### src/sv/dfr_pkg.sv
// ----------------------------------------------------------------------------
// Delimited frame receiver package
// Word types, register indexes and reset constants shared by the receiver.
// ----------------------------------------------------------------------------
package dfr_pkg;

    // Store depth used when the top level is not given another one.
    localparam int DEFAULT_DEPTH = 64;

    // Configuration register indexes and their reset values.
    localparam int          CFG_INDEX_W      = 8;
    localparam int          CFG_DATA_W       = 8;
    localparam logic [7:0]  REG_START_MARKER = 8'd0;
    localparam logic [7:0]  REG_END_MARKER   = 8'd1;
    localparam logic [7:0]  START_RESET      = 8'h3c;
    localparam logic [7:0]  END_RESET        = 8'h3e;

    // Id reported when no frame is pending.
    localparam logic [7:0]  NO_ID            = 8'd255;

    // Input word kinds.
    localparam logic        KIND_BYTE        = 1'b0;
    localparam logic        KIND_READ        = 1'b1;

    typedef struct packed {
        logic       kind;
        logic [7:0] rx_byte;
    } dfr_in_t;

    typedef struct packed {
        logic       frame_ready;
        logic [7:0] msg_id;
        logic [5:0] frame_length;
        logic [7:0] data_byte;
        logic       has_data;
        logic       last;
    } dfr_out_t;

endpackage

### src/sv/delimited_frame_receiver_top.sv
// A read with no payload has its word in the output register the cycle after acceptance;
// payload words pass from the store via the read stage to the output. Throughput: one
// received byte per cycle while the output is free; a read of length L streams L-2 words
// at one per cycle while m_ready holds, set by the store's single read port, and blocks
// input until drained. Reset (aresetn, synchronous, active low) clears index and pending
// flag, resets markers; the store needs no clearing, as only entries written since reset are read.
// ----------------------------------------------------------------------------
// Delimited frame receiver
// Assembles one marker-delimited frame into a byte store and streams it out
// on request as id, length and one payload byte per word.
// ----------------------------------------------------------------------------
module delimited_frame_receiver_top #(
    parameter int BUFFER_DEPTH = dfr_pkg::DEFAULT_DEPTH
) (
    input  logic                                aclk,
    input  logic                                aresetn,
    input  logic                                s_valid,
    output logic                                s_ready,
    input  dfr_pkg::dfr_in_t                    s_data,
    output logic                                m_valid,
    input  logic                                m_ready,
    output dfr_pkg::dfr_out_t                   m_data,
    input  logic                                cfg_valid,
    output logic                                cfg_ready,
    input  logic [dfr_pkg::CFG_INDEX_W-1:0]     cfg_index,
    input  logic [dfr_pkg::CFG_DATA_W-1:0]      cfg_data
);

    import dfr_pkg::*;

    localparam int IW = $clog2(BUFFER_DEPTH);

    localparam logic ST_IDLE = 1'b0;
    localparam logic ST_READ = 1'b1;

    // Control and configuration registers.
    logic           state_reg,   state_next;
    logic [IW-1:0]  wi_reg,      wi_next;
    logic           pending_reg, pending_next;
    logic [7:0]     start_reg;
    logic [7:0]     end_reg;
    logic [7:0]     id_reg,      id_next;
    logic [IW-1:0]  len_reg,     len_next;
    logic [IW-1:0]  ptr_reg,     ptr_next;
    logic           s1_valid_reg, s1_valid_next;
    logic           s1_last_reg,  s1_last_next;
    logic           out_valid_reg, out_valid_next;
    dfr_out_t       out_reg,     out_next;

    // Store access.
    logic           wr_en;
    logic [IW-1:0]  wr_addr;
    logic [7:0]     rd_data;

    logic           in_fire;
    logic           out_free;
    logic           s1_move;
    logic           issue;
    logic           issue_last;

    dfr_store #(
        .DEPTH (BUFFER_DEPTH),
        .AW    (IW)
    ) u_store (
        .aclk    (aclk),
        .wr_en   (wr_en),
        .wr_addr (wr_addr),
        .wr_data (s_data.rx_byte),
        .rd_en   (issue),
        .rd_addr (ptr_reg),
        .rd_data (rd_data)
    );

    // Handshake and pipeline movement.
    assign out_free   = !out_valid_reg || m_ready;
    assign s1_move    = s1_valid_reg && out_free;
    assign issue      = (state_reg == ST_READ) && (!s1_valid_reg || s1_move);
    assign issue_last = (IW'(ptr_reg + 1'b1) == len_reg);
    assign s_ready    = (state_reg == ST_IDLE) && !s1_valid_reg && out_free;
    assign in_fire    = s_valid && s_ready;
    assign cfg_ready  = 1'b1;
    assign m_valid    = out_valid_reg;
    assign m_data     = out_reg;

    // Next-state logic for assembly, readout sequencing and the output word.
    always_comb begin
        state_next     = state_reg;
        wi_next        = wi_reg;
        pending_next   = pending_reg;
        id_next        = id_reg;
        len_next       = len_reg;
        ptr_next       = ptr_reg;
        s1_valid_next  = s1_valid_reg;
        s1_last_next   = s1_last_reg;
        out_valid_next = out_valid_reg;
        out_next       = out_reg;
        wr_en          = 1'b0;
        wr_addr        = wi_reg;

        // Drain the output register, then refill it from the read stage.
        if (out_valid_reg && m_ready) begin
            out_valid_next = 1'b0;
        end
        if (s1_move) begin
            out_next.frame_ready  = 1'b1;
            out_next.msg_id       = id_reg;
            out_next.frame_length = 6'(len_reg);
            out_next.data_byte    = rd_data;
            out_next.has_data     = 1'b1;
            out_next.last         = s1_last_reg;
            out_valid_next        = 1'b1;
            s1_valid_next         = 1'b0;
        end

        // Issue one payload read per cycle while the stages have room.
        if (issue) begin
            s1_valid_next = 1'b1;
            s1_last_next  = issue_last;
            ptr_next      = IW'(ptr_reg + 1'b1);
            if (issue_last) begin
                state_next = ST_IDLE;
            end
        end

        // Accepted input word.
        if (in_fire) begin
            if (s_data.kind == KIND_BYTE) begin
                if (!pending_reg) begin
                    if (s_data.rx_byte == end_reg) begin
                        pending_next = 1'b1;
                    end else begin
                        if (s_data.rx_byte == start_reg) begin
                            wr_addr = '0;
                        end
                        wr_en   = 1'b1;
                        wi_next = (wr_addr == IW'(BUFFER_DEPTH - 1)) ? '0
                                                                     : IW'(wr_addr + 1'b1);
                        // Entry 1 is mirrored so the id never needs a store read.
                        if (wr_addr == IW'(1)) begin
                            id_next = s_data.rx_byte;
                        end
                    end
                end
            end else if (!pending_reg) begin
                out_next.frame_ready  = 1'b0;
                out_next.msg_id       = NO_ID;
                out_next.frame_length = '0;
                out_next.data_byte    = '0;
                out_next.has_data     = 1'b0;
                out_next.last         = 1'b1;
                out_valid_next        = 1'b1;
            end else begin
                pending_next = 1'b0;
                len_next     = wi_reg;
                if (wi_reg < IW'(3)) begin
                    out_next.frame_ready  = 1'b1;
                    out_next.msg_id       = id_reg;
                    out_next.frame_length = 6'(wi_reg);
                    out_next.data_byte    = '0;
                    out_next.has_data     = 1'b0;
                    out_next.last         = 1'b1;
                    out_valid_next        = 1'b1;
                end else begin
                    state_next = ST_READ;
                    ptr_next   = IW'(2);
                end
            end
        end
    end

    // Control state.
    always_ff @(posedge aclk) begin
        if (!aresetn) begin
            state_reg     <= ST_IDLE;
            wi_reg        <= '0;
            pending_reg   <= 1'b0;
            id_reg        <= '0;
            ptr_reg       <= '0;
            s1_valid_reg  <= 1'b0;
            out_valid_reg <= 1'b0;
        end else begin
            state_reg     <= state_next;
            wi_reg        <= wi_next;
            pending_reg   <= pending_next;
            id_reg        <= id_next;
            ptr_reg       <= ptr_next;
            s1_valid_reg  <= s1_valid_next;
            out_valid_reg <= out_valid_next;
        end
    end

    // Payload registers.
    always_ff @(posedge aclk) begin
        len_reg     <= len_next;
        s1_last_reg <= s1_last_next;
        out_reg     <= out_next;
    end

    // Marker registers, written through the configuration channel.
    always_ff @(posedge aclk) begin
        if (!aresetn) begin
            start_reg <= START_RESET;
            end_reg   <= END_RESET;
        end else if (cfg_valid && cfg_ready) begin
            if (cfg_index == REG_START_MARKER) begin
                start_reg <= cfg_data;
            end else if (cfg_index == REG_END_MARKER) begin
                end_reg <= cfg_data;
            end
        end
    end

endmodule

### src/sv/dfr_store.sv
// ----------------------------------------------------------------------------
// Frame byte store
// Single-port-write, single-port-read synchronous memory with a registered
// read that updates only when a read is issued.
// ----------------------------------------------------------------------------
module dfr_store #(
    parameter int DEPTH = 64,
    parameter int AW    = 6
) (
    input  logic          aclk,
    input  logic          wr_en,
    input  logic [AW-1:0] wr_addr,
    input  logic [7:0]    wr_data,
    input  logic          rd_en,
    input  logic [AW-1:0] rd_addr,
    output logic [7:0]    rd_data
);

    logic [7:0] mem [DEPTH];
    logic [7:0] rd_data_reg;

    // Write port.
    always_ff @(posedge aclk) begin
        if (wr_en) begin
            mem[wr_addr] <= wr_data;
        end
    end

    // Registered read port; the data holds until the next read.
    always_ff @(posedge aclk) begin
        if (rd_en) begin
            rd_data_reg <= mem[rd_addr];
        end
    end

    assign rd_data = rd_data_reg;

endmodule
### config.mk
export PLATFORM = sky130hd
export DESIGN_NAME = delimited_frame_receiver_top
export DESIGN_NICKNAME = d
export VERILOG_FILES = /design/src/sv/dfr_pkg.sv /design/src/sv/delimited_frame_receiver_top.sv /design/src/sv/dfr_store.sv
export SDC_FILE = /design/constraint.sdc
export NUM_CORES = 1
export LEC_CHECK = 0
export ABC_AREA = 0
export BUFFER_PORTS_ARGS = -buffer_cell sky130_fd_sc_hd__clkbuf_2
export CORE_UTILIZATION = 50
export DETAILED_ROUTE_END_ITERATION = 12
export GPL_ROUTABILITY_DRIVEN = 0
export PLACE_DENSITY = 0.69
export SYNTH_ARGS = -nofsm -noshare
export SYNTH_HDL_FRONTEND = slang
export SYNTH_SLANG_ARGS = --single-unit
export TNS_END_PERCENT = 100
### constraint.sdc
create_clock -name aclk -period 2.5 [get_ports aclk]
set_input_delay 0.125 -clock aclk [delete_from_list [all_inputs] [get_ports aclk]]
set_output_delay 0.125 -clock aclk [all_outputs]
set_load 0.01 [all_outputs]
======== Yosys cells after proc, flatten, opt, wreduce, memory -nomap -nowiden ========
Memories as Yosys holds them, arrays and structs flattened. A register that Yosys moved wholly into a read port is not among the register bits.
Index checks and enable logic that the tools add are counted.
storage, ports and cells
  register bits ........................... 72
  bits in writable memories ............... 512
  bits of input ports ..................... 30
  output and inout port bits .............. 28
  word-level logic and storage cells ...... 92
  memories kept ........................... 1
operators by class
  $add $sub $neg .......................... 2
  order comparisons ....................... 1
  equal/unequal tests ..................... 6
  mux-type cells .......................... 43
  bitwise logic cells ..................... 5
  reductions and logical operators ........ 17
memory list
  name         depth  width  read ports  clocked after Yosys merged registers in  write ports  line             source
  u_store.mem  64     8      1           1                                        1            dfr_store.sv:19  logic [7:0] mem [DEPTH];
operators by type and width
  cell                                                 number
  two-way mux 25 bit                                   5
  two-way mux 6 bit                                    15
  two-way mux 1 bit                                    23
  equality test 8 bit                                  2
  adder 6 x 1 -> 6 bit, second input constant          2
  equality test 8 x 1 -> 1 bit, second input constant  1
  zero test 8 bit                                      1
  equality test 6 x 1 -> 1 bit, second input constant  1
  equality test 6 bit                                  1
  equality test 6 bit, second input constant           1
  logical AND 1 bit                                    6
  < comparator 6 x 2 -> 1 bit, second input constant   1
  AND reduction 3 bit                                  2
  inverter 1 bit                                       5
  AND reduction 5 bit                                  1
  AND reduction 4 bit                                  1
  zero test 1 bit                                      2
  logical OR 1 bit                                     2
  AND reduction 2 bit                                  1
  nonzero test 2 bit                                   1

======== Logic depth before layout (Yosys ltp) ========
Gate-level depths: netlist of run 1.
  depth after elaboration ................. 10
  depth in mapped cells ................... 9
  gate-level depth less buffers ........... 7

======== Hierarchy ========
Synthesis of run 1 repeated with hierarchy kept, for this count alone.
unflattened totals
  cell total of the unflattened synthesis .. 1288
  area, all modules ....................... 23451.2 µm²
by module, submodules not included
  module                        times used  cells an instance  area an instance (µm²)  sequential area each (µm²)
  dfr_store                     1           940                20246.9                 15615.0
  delimited_frame_receiver_top  1           348                3204.3                  1511.4

======== Worst setup path before layout of run 1 ========
OpenSTA, ideal clock, no wires.
  path kind ............................... register -> register
  start point ............................. reg end_reg[4]
  end point ............................... mem u_store.mem[50][0], enable pin
  library setup time ...................... 395 ps
  data arrival time ....................... 2362 ps
  path slack .............................. -256 ps
  stages on the path, launching flop included .. 7
  clock period less this slack ............ 2756 ps
  path through ............................ dfxtp_1 > xor2_1 > nor4_2 > a2111o_1 > buf_2 > o21ai_0 > nor4_1
on the way
  cells in the longest elaborated chain, start to end .. 7
  elaborated cells between the ends (all ways) .. 11
  classes of those cells .................. 1 x eq/ne; 10 x mux
ends and longest elaborated chain
  what                                     line                                 source
  start: declaration                       delimited_frame_receiver_top.sv:41   logic [7:0] end_reg;
  start signal: assignment                 delimited_frame_receiver_top.sv:208  end_reg <= cfg_data;
  equality test 8 bit (*)                  delimited_frame_receiver_top.sv:129  if (s_data.rx_byte == end_reg) begin
  two-way mux 1 bit                        delimited_frame_receiver_top.sv:129
  two-way mux 1 bit                        delimited_frame_receiver_top.sv:128  if (!pending_reg) begin
  two-way mux 1 bit                        delimited_frame_receiver_top.sv:127  if (s_data.kind == KIND_BYTE) begin
  two-way mux 1 bit                        delimited_frame_receiver_top.sv:126  if (in_fire) begin
  two-way mux 1 bit                        dfr_store.sv:24                      if (wr_en) begin
  two-way mux 1 bit (not written as such)  dfr_store.sv:25                      mem[wr_addr] <= wr_data;
  end: declaration                         dfr_store.sv:19
Every way passes the cells marked *; elsewhere a longest branch is shown, timed or not.

==> flow_summary_export.csv, run 1 <==
group,metric,value,unit
outcome,run_status,"completed",
cells_and_area,layout_commonest_cell,"edfxtp_1",
logic_synthesis,synth_compound_area_frac,0.04377,
global_route,grt_usage,0.2340,
cells_and_area,drive_gt1_frac,0.3720,
cells_and_area,layout_common_cells,"527 x edfxtp_1, 153 x buf_4, 128 x mux4_2, 77 x nand2_1",
logic_synthesis,yosysTopAreaCell,"edfxtp_1",
clock_tree,cts_sinks,592,
timing,setup_slack,0.01819,ns
logic_synthesis,seq_area_frac_synth,0.7414,
global_route,antenna_found_initial,1,
logic_synthesis,synthTopCellsByArea,"edfxtp_1 69%, mux4_2 12%, dfxtp_1 5.6%",
route,drtPass1Iterations,5,
cells_and_area,seqCellArea,17140,µm²
critical_path,crit_required,2.85,ns
floorplanning,coreArea,45480,µm²
clock_tree,root_buffer,"clkbuf_16",
route,wl_per_cell,25.74,µm
critical_path,cp.arrival,2.83,ns
cells_and_area,layoutNonFillerInstCount,2135,
run,drv_cap,0,
pwr,power.internal,15800,µW
pwr,power_density,704.4,nW/µm²
global_route,grt_max_degree,66,
floorplanning,die_area,47060,µm²
critical_path,cp_num_buf_inv,3,
cells_and_area,largest_register_ffs,512,
logic_synthesis,synthAdderAreaFrac,0.001083,
route,num_vias,12790,
logic_synthesis,yosysUniqueCellTypes,55,
critical_path,critPathSlowestCell,"or4_1",
cells_and_area,multiInputGateArea,6090,µm²
clock_tree,htreeDepth,2,
logic_synthesis,yosysTopAreaCellShare,0.6851,
logic_synthesis,synthSimpleGateAreaFrac,0.04712,
timing,setup_viol_count_final,0,
timing,finalCritPeriodShare,0.9927,
floorplanning,io_pins,58,
logic_synthesis,ys_seq_elements,592,
timing,worst_clock_skew,0.02724,ns
logic_synthesis,async_flop_share,0,
pwr,p_leak,0.009167,µW
logic_synthesis,ys_warn_count,0,
floorplanning,core.rowCount,78,
hold_path,hp-class,"input pin to flip-flop",
logic_synthesis,synth_edf_count,527,
pwr,seq_power_share,0.546,
pwr,p_sw_frac,0.2016,
pwr,power.switching,3989,µW
floorplanning,die_h,216.9,µm
timing,final_max_slew_viol_count,0,
clock_tree,cts_tree,"built",
logic_synthesis,syn-instance-count,1243,
pwr,peakVddDrop,0.6529,mV
cells_and_area,areaGrowthSynthToFinish,21.63,%
route,routed_wl,54.96,mm
logic_synthesis,syn-num-nets,1275,
logic_synthesis,synthXorXnorAreaFrac,0.01062,
clock_tree,cts_buffers,57,
timing,final.min_clock_period,2.482,ns
route,drc_errors,0,
critical_path,crit_family,"simple AND/OR/NAND/NOR gates",
timing,rsz0062_at_grt,"true",
timing,max_freq,0.4029,GHz
critical_path,end_kind,"flip-flop",
critical_path,critPathMaxStageDelay,0.55,ns
logic_synthesis,synth_area_per_cell,18.58,µm²
clock_tree,clockBufferDepth,3,
clock_tree,clk_pin_slew,0.06,ns
route,detail-route-antenna-nets,0,
logic_synthesis,synth_top_family_by_area,"multiplexers",
placed_design,dp_cells,2000,
placed_design,hpwl,34.36,mm
route,avgViaCountPerCell,5.993,
timing,worstMarginPinSlew,1.127,ns
critical_path,crit_type,"flip-flop to flip-flop",
pwr,share_comb_of_total_power,0.023,
logic_synthesis,synthesis.area,23100,µm²
cells_and_area,fillers,3202,
critical_path,path_max_fanout,9,
floorplanning,die_w,216.9,µm
cells_and_area,regMostFlops,"u_store.mem",
timing,hold_viol_final,0,
timing,slew_headroom,0.2472,
cells_and_area,nets,1520,
global_route,grt_first_pass_wirelength,80.60,mm
placed_design,place_ws,-0.2824,ns
placed_design,portBuffers,56,
pwr,finalPower,19790,µW
floorplanning,start_util,0.5079,
logic_synthesis,synth_flop_cell,"edfxtp_1",
critical_path,crit_path_start_kind,"flip-flop",
global_route,grt-ovfl-total,0,
route,drt_iter0_markers,1352,
critical_path,path_cells,"buf_12 > clkbuf_16 > buf_4 > mux4_2 > a22oi_2 > a21oi_1 > or4_1",
global_route,grt_pass1_vias,12850,
logic_synthesis,synthMuxAreaShare,0.1400,
clock_tree,clk_latency,0.63,ns
cells_and_area,insertedDiodeCount,0,
pwr,clkPwrFrac,0.431,
==> power by group through the flow <==
| stage | Clock (µW) | Sequential [µW] | Combinational [µW] |
|---|---|---|---|
| finish | 8520 | 10800 | 459 |
| global route | 8940 | 10800 | 491 |
| CTS | 8630 | 10800 | 449 |
| detailed placement | 0 | 11000 | 422 |
| global placement | 0 | 11000 | 408 |
| floorplan | 0 | 11000 | 118 |
==> per-stage QoR <==
step	TNS (ns)	instance area, µm²	util	hold slack, ns
finish	0	28100	0.6178	0.03150
global placement	-58.34	25340	0.5571	0.3533
global route	-1.497	28100	0.6178	0.05700
floorplan	-6.824	23140	-	0.2239
detailed placement	-62.02	25340	0.5571	0.3643
CTS	0	27570	0.6061	0.008668
==> synthesized netlist by cell type, types with 3 or more instances <==
library cell	count
a21oi_1	51
a22oi_1	64
and2_1	4
buf_1	7
buf_2	10
buf_4	4
buf_6	6
clkbuf_1	46
dfxtp_1	65
edfxtp_1	527
inv_1	4
mux2i_1	35
mux4_2	128
nand2_1	77
nand2b_1	4
nand3_1	9
nand4_1	5
nand4b_1	3
nor2_1	72
nor2b_1	7
nor3_1	20
nor4_1	7
o2111ai_1	3
o21a_1	5
o21ai_0	6
or4_1	10
xnor2_1	4
xor2_1	24
==> final timing paths <==
path / start / to / slack (ns) / cells after the start
worst min-delay path: cfg_index[0] / start_reg[4] / 0.03 / 5
worst min register to register: m_data[9] / m_data[9] / 0.45 / 2
worst max-delay path: ptr_reg[0] / u_store.rd_data[4] / 0.02 / 7
worst max register to register: ptr_reg[0] / u_store.rd_data[4] / 0.02 / 7
==> area by class of cell <==
type | count | area share
flip-flops and latches | 592 | 0.6101
multi-input cells | 573 | 0.2167
repair buffers | 260 | 0.07967
clock buffers | 74 | 0.05482
well taps | 600 | 0.02672
clock inverters | 32 | 0.01140
inverters | 4 | 0.0005344
==> cell families after synthesis <==
group / after synthesis
flip-flops: 592
AND/OR/NAND/NOR: 232
multiplexers: 163
AO/OA/AOI/OAI: 147
buffers and inverters: 78
XOR/XNOR: 28
adder cells (fa/ha/maj): 2
other: 1
==> worst register-to-register path, cell delays in order, from the launching register on <==
cell,delay (ns)
dfxtp_4,0.38
buf_12,0.16
clkbuf_16,0.20
buf_4,0.12
mux4_2,0.49
a22oi_2,0.18
a21oi_1,0.14
or4_1,0.55
==> layer usage <==
metal | track usage | vias up | part of all wire | routed length (µm)
li1 | - | 5502 | - | -
met1 | 0.3324 | 6568 | 0.41 | 22380
met2 | 0.3713 | 619 | 0.48 | 26390
met3 | 0.03648 | 103 | 0.083 | 4564
met4 | 0.08357 | 2 | 0.029 | 1615
met5 | 0 | - | 0.00024 | 13
==> what timing repair did <==
action                                 in CTS  in global routing
endpoints found under the hold margin      24                  0
setup endpoints to repair                 471                415
setup buffers                               7                  4
gates cloned                                1                  4
hold buffers                               13                  0
gates resized for setup                    30                 92
pin swaps                                   3                  9
No activity file was read; power rests on OpenSTA's default activity.
==> run 2, diff against run 1 <==
Settings changed: RECOVER_POWER from default to 100.
==> run 2 against run 1 <==
Net effect: total power hardly changed; global-route usage stayed put; clock power hardly changed; first-iteration DRC count is 1.6% higher; final area hardly changed; critical path depth stayed put; utilization hardly changed; worst hold slack worse by 0.0014 ns; count of clock-buffer cells in the layout stayed put; cell count stayed put; clock skew is 0.0015 ns lower; critical path type unchanged; highest routed layer unchanged.
==> flow_summary_export.csv, run 2 (synthesized netlist as in run 1, its figures left out) <==
group,metric,value,unit
outcome,run_status,"completed",
cells_and_area,layout_commonest_cell,"edfxtp_1",
critical_path,crit_family,"simple AND/OR/NAND/NOR gates",
clock_tree,clockBufferDepth,3,
timing,hold_viol_final,0,
placed_design,dpl_cell_area,25340,µm²
floorplanning,die_area,47060,µm²
timing,slew_headroom,0.2483,
timing,final_max_slew_viol_count,0,
critical_path,crit_type,"flip-flop to flip-flop",
global_route,grt_pass1_vias,12850,
route,avgViaCountPerCell,6.000,
clock_tree,cts_buffers,57,
clock_tree,clk_latency,0.63,ns
global_route,grt_max_degree,66,
timing,worst_clock_skew,0.02573,ns
timing,max_freq,0.4028,GHz
global_route,grt_usage,0.2340,
cells_and_area,final_area,28090,µm²
timing,worstMarginPinSlew,1.125,ns
route,drtPass1Iterations,6,
pwr,share_comb_of_total_power,0.023,
critical_path,critPathSlowestCell,"or4_1",
route,num_vias,12810,
pwr,clkPwrFrac,0.431,
cells_and_area,insertedDiodeCount,0,
floorplanning,die_w,216.9,µm
clock_tree,clk_pin_slew,0.07,ns
timing,setup_viol_count_final,0,
critical_path,cp_num_buf_inv,3,
floorplanning,die_h,216.9,µm
cells_and_area,nets,1520,
route,detail-route-antenna-nets,0,
cells_and_area,drive_gt1_frac,0.3707,
floorplanning,coreArea,45480,µm²
pwr,power.switching,3992,µW
timing,finalCritPeriodShare,0.9930,
floorplanning,core.rowCount,78,
critical_path,crit_path_start_kind,"flip-flop",
route,wl_per_cell,25.73,µm
run,drv_cap,0,
pwr,power_density,704.6,nW/µm²
global_route,grt-ovfl-total,0,
critical_path,cp.arrival,2.83,ns
critical_path,critPathMaxStageDelay,0.55,ns
pwr,seq_power_share,0.546,
clock_tree,root_buffer,"clkbuf_16",
cells_and_area,largest_register_ffs,512,
cells_and_area,regMostFlops,"u_store.mem",
critical_path,path_cells,"buf_12 > clkbuf_16 > buf_4 > mux4_2 > a22oi_2 > a21oi_1 > or4_1",
clock_tree,cts_tree,"built",
critical_path,crit_required,2.85,ns
timing,final.min_clock_period,2.483,ns
pwr,peakVddDrop,0.6524,mV
clock_tree,htreeDepth,2,
route,drt_iter0_markers,1374,
critical_path,path_max_fanout,9,
route,routed_wl,54.93,mm
pwr,p_leak,0.009160,µW
global_route,antenna_found_initial,1,
floorplanning,start_util,0.5079,
pwr,finalPower,19790,µW
placed_design,place_ws,-0.2824,ns
cells_and_area,areaGrowthSynthToFinish,21.61,%
global_route,grt_first_pass_wirelength,80.60,mm
clock_tree,cts_sinks,592,
hold_path,hp-class,"input pin to flip-flop",
placed_design,portBuffers,56,
pwr,power.internal,15800,µW
timing,setup_tns,0,ns
route,drc_errors,0,
pwr,p_sw_frac,0.2017,
critical_path,end_kind,"flip-flop",
cells_and_area,layout_common_cells,"527 x edfxtp_1, 152 x buf_4, 128 x mux4_2, 77 x nand2_1",
timing,rsz0062_at_grt,"true",
placed_design,hpwl,34.36,mm
floorplanning,io_pins,58,
timing,setup_slack,0.01740,ns
## run 2: layout make-up
class,instances,area (µm²)
clock buffer,74,1540
clock inverter,32,320.3
fill,3201,17390
inverter,4,15.01
multi-input combinational,573,6090
sequential,592,17140
tap,600,750.7
timing repair buffer,260,2233
## run 2: repair_timing
| item | in CTS | in global routing |
|---|---|---|
| pin swaps | 3 | 9 |
| cloned | 1 | 4 |
| hold buffers | 13 | 0 |
| setup buffers | 7 | 4 |
| endpoints found under the hold margin | 24 | 0 |
| setup endpoints to repair | 471 | 415 |
| gates resized for setup | 30 | 92 |
## run 2: worst paths after layout
path,from,endpoint,slack [ns],cells past startpoint
min reg2reg,m_data[9],m_data[9],0.45,2
max reg2reg,ptr_reg[0],u_store.rd_data[4],0.02,7
max,ptr_reg[0],u_store.rd_data[4],0.02,7
min,cfg_index[0],start_reg[4],0.03,5
## run 2: per-layer routing
metal  vias up  track usage  wire (µm)  share of wire
met5         -            0         13        0.00024
met4         2      0.08357       1599          0.029
li1       5500            -          -              -
met2       641       0.3713      26380           0.48
met1      6558       0.3324      22380           0.41
met3       108      0.03648       4562          0.083
## run 2: per-stage QoR
stage | util | hold WS [ns] | instances
floorplan | - | 0.2239 | 1243
global placement | 0.5571 | 0.3533 | 2000
detailed placement | 0.5571 | 0.3643 | 2000
CTS | 0.6061 | 0.008668 | 2127
global route | 0.6177 | 0.05700 | 2135
finish | 0.6177 | 0.03014 | 2135
## run 2: worst reg2reg max path, stage by stage, from the launching register on
cell and delay [ns]:
dfxtp_4 0.38, buf_12 0.16, clkbuf_16 0.20, buf_4 0.12, mux4_2 0.49, a22oi_2 0.18, a21oi_1 0.13, or4_1 0.55
## run 2: power by group through the flow
stage	sequential (µW)	combinational [µW]	clock [µW]
floorplan	11000	118	0
global placement	11000	408	0
detailed placement	11000	422	0
CTS	10800	449	8630
global route	10800	490	8940
finish	10800	457	8530
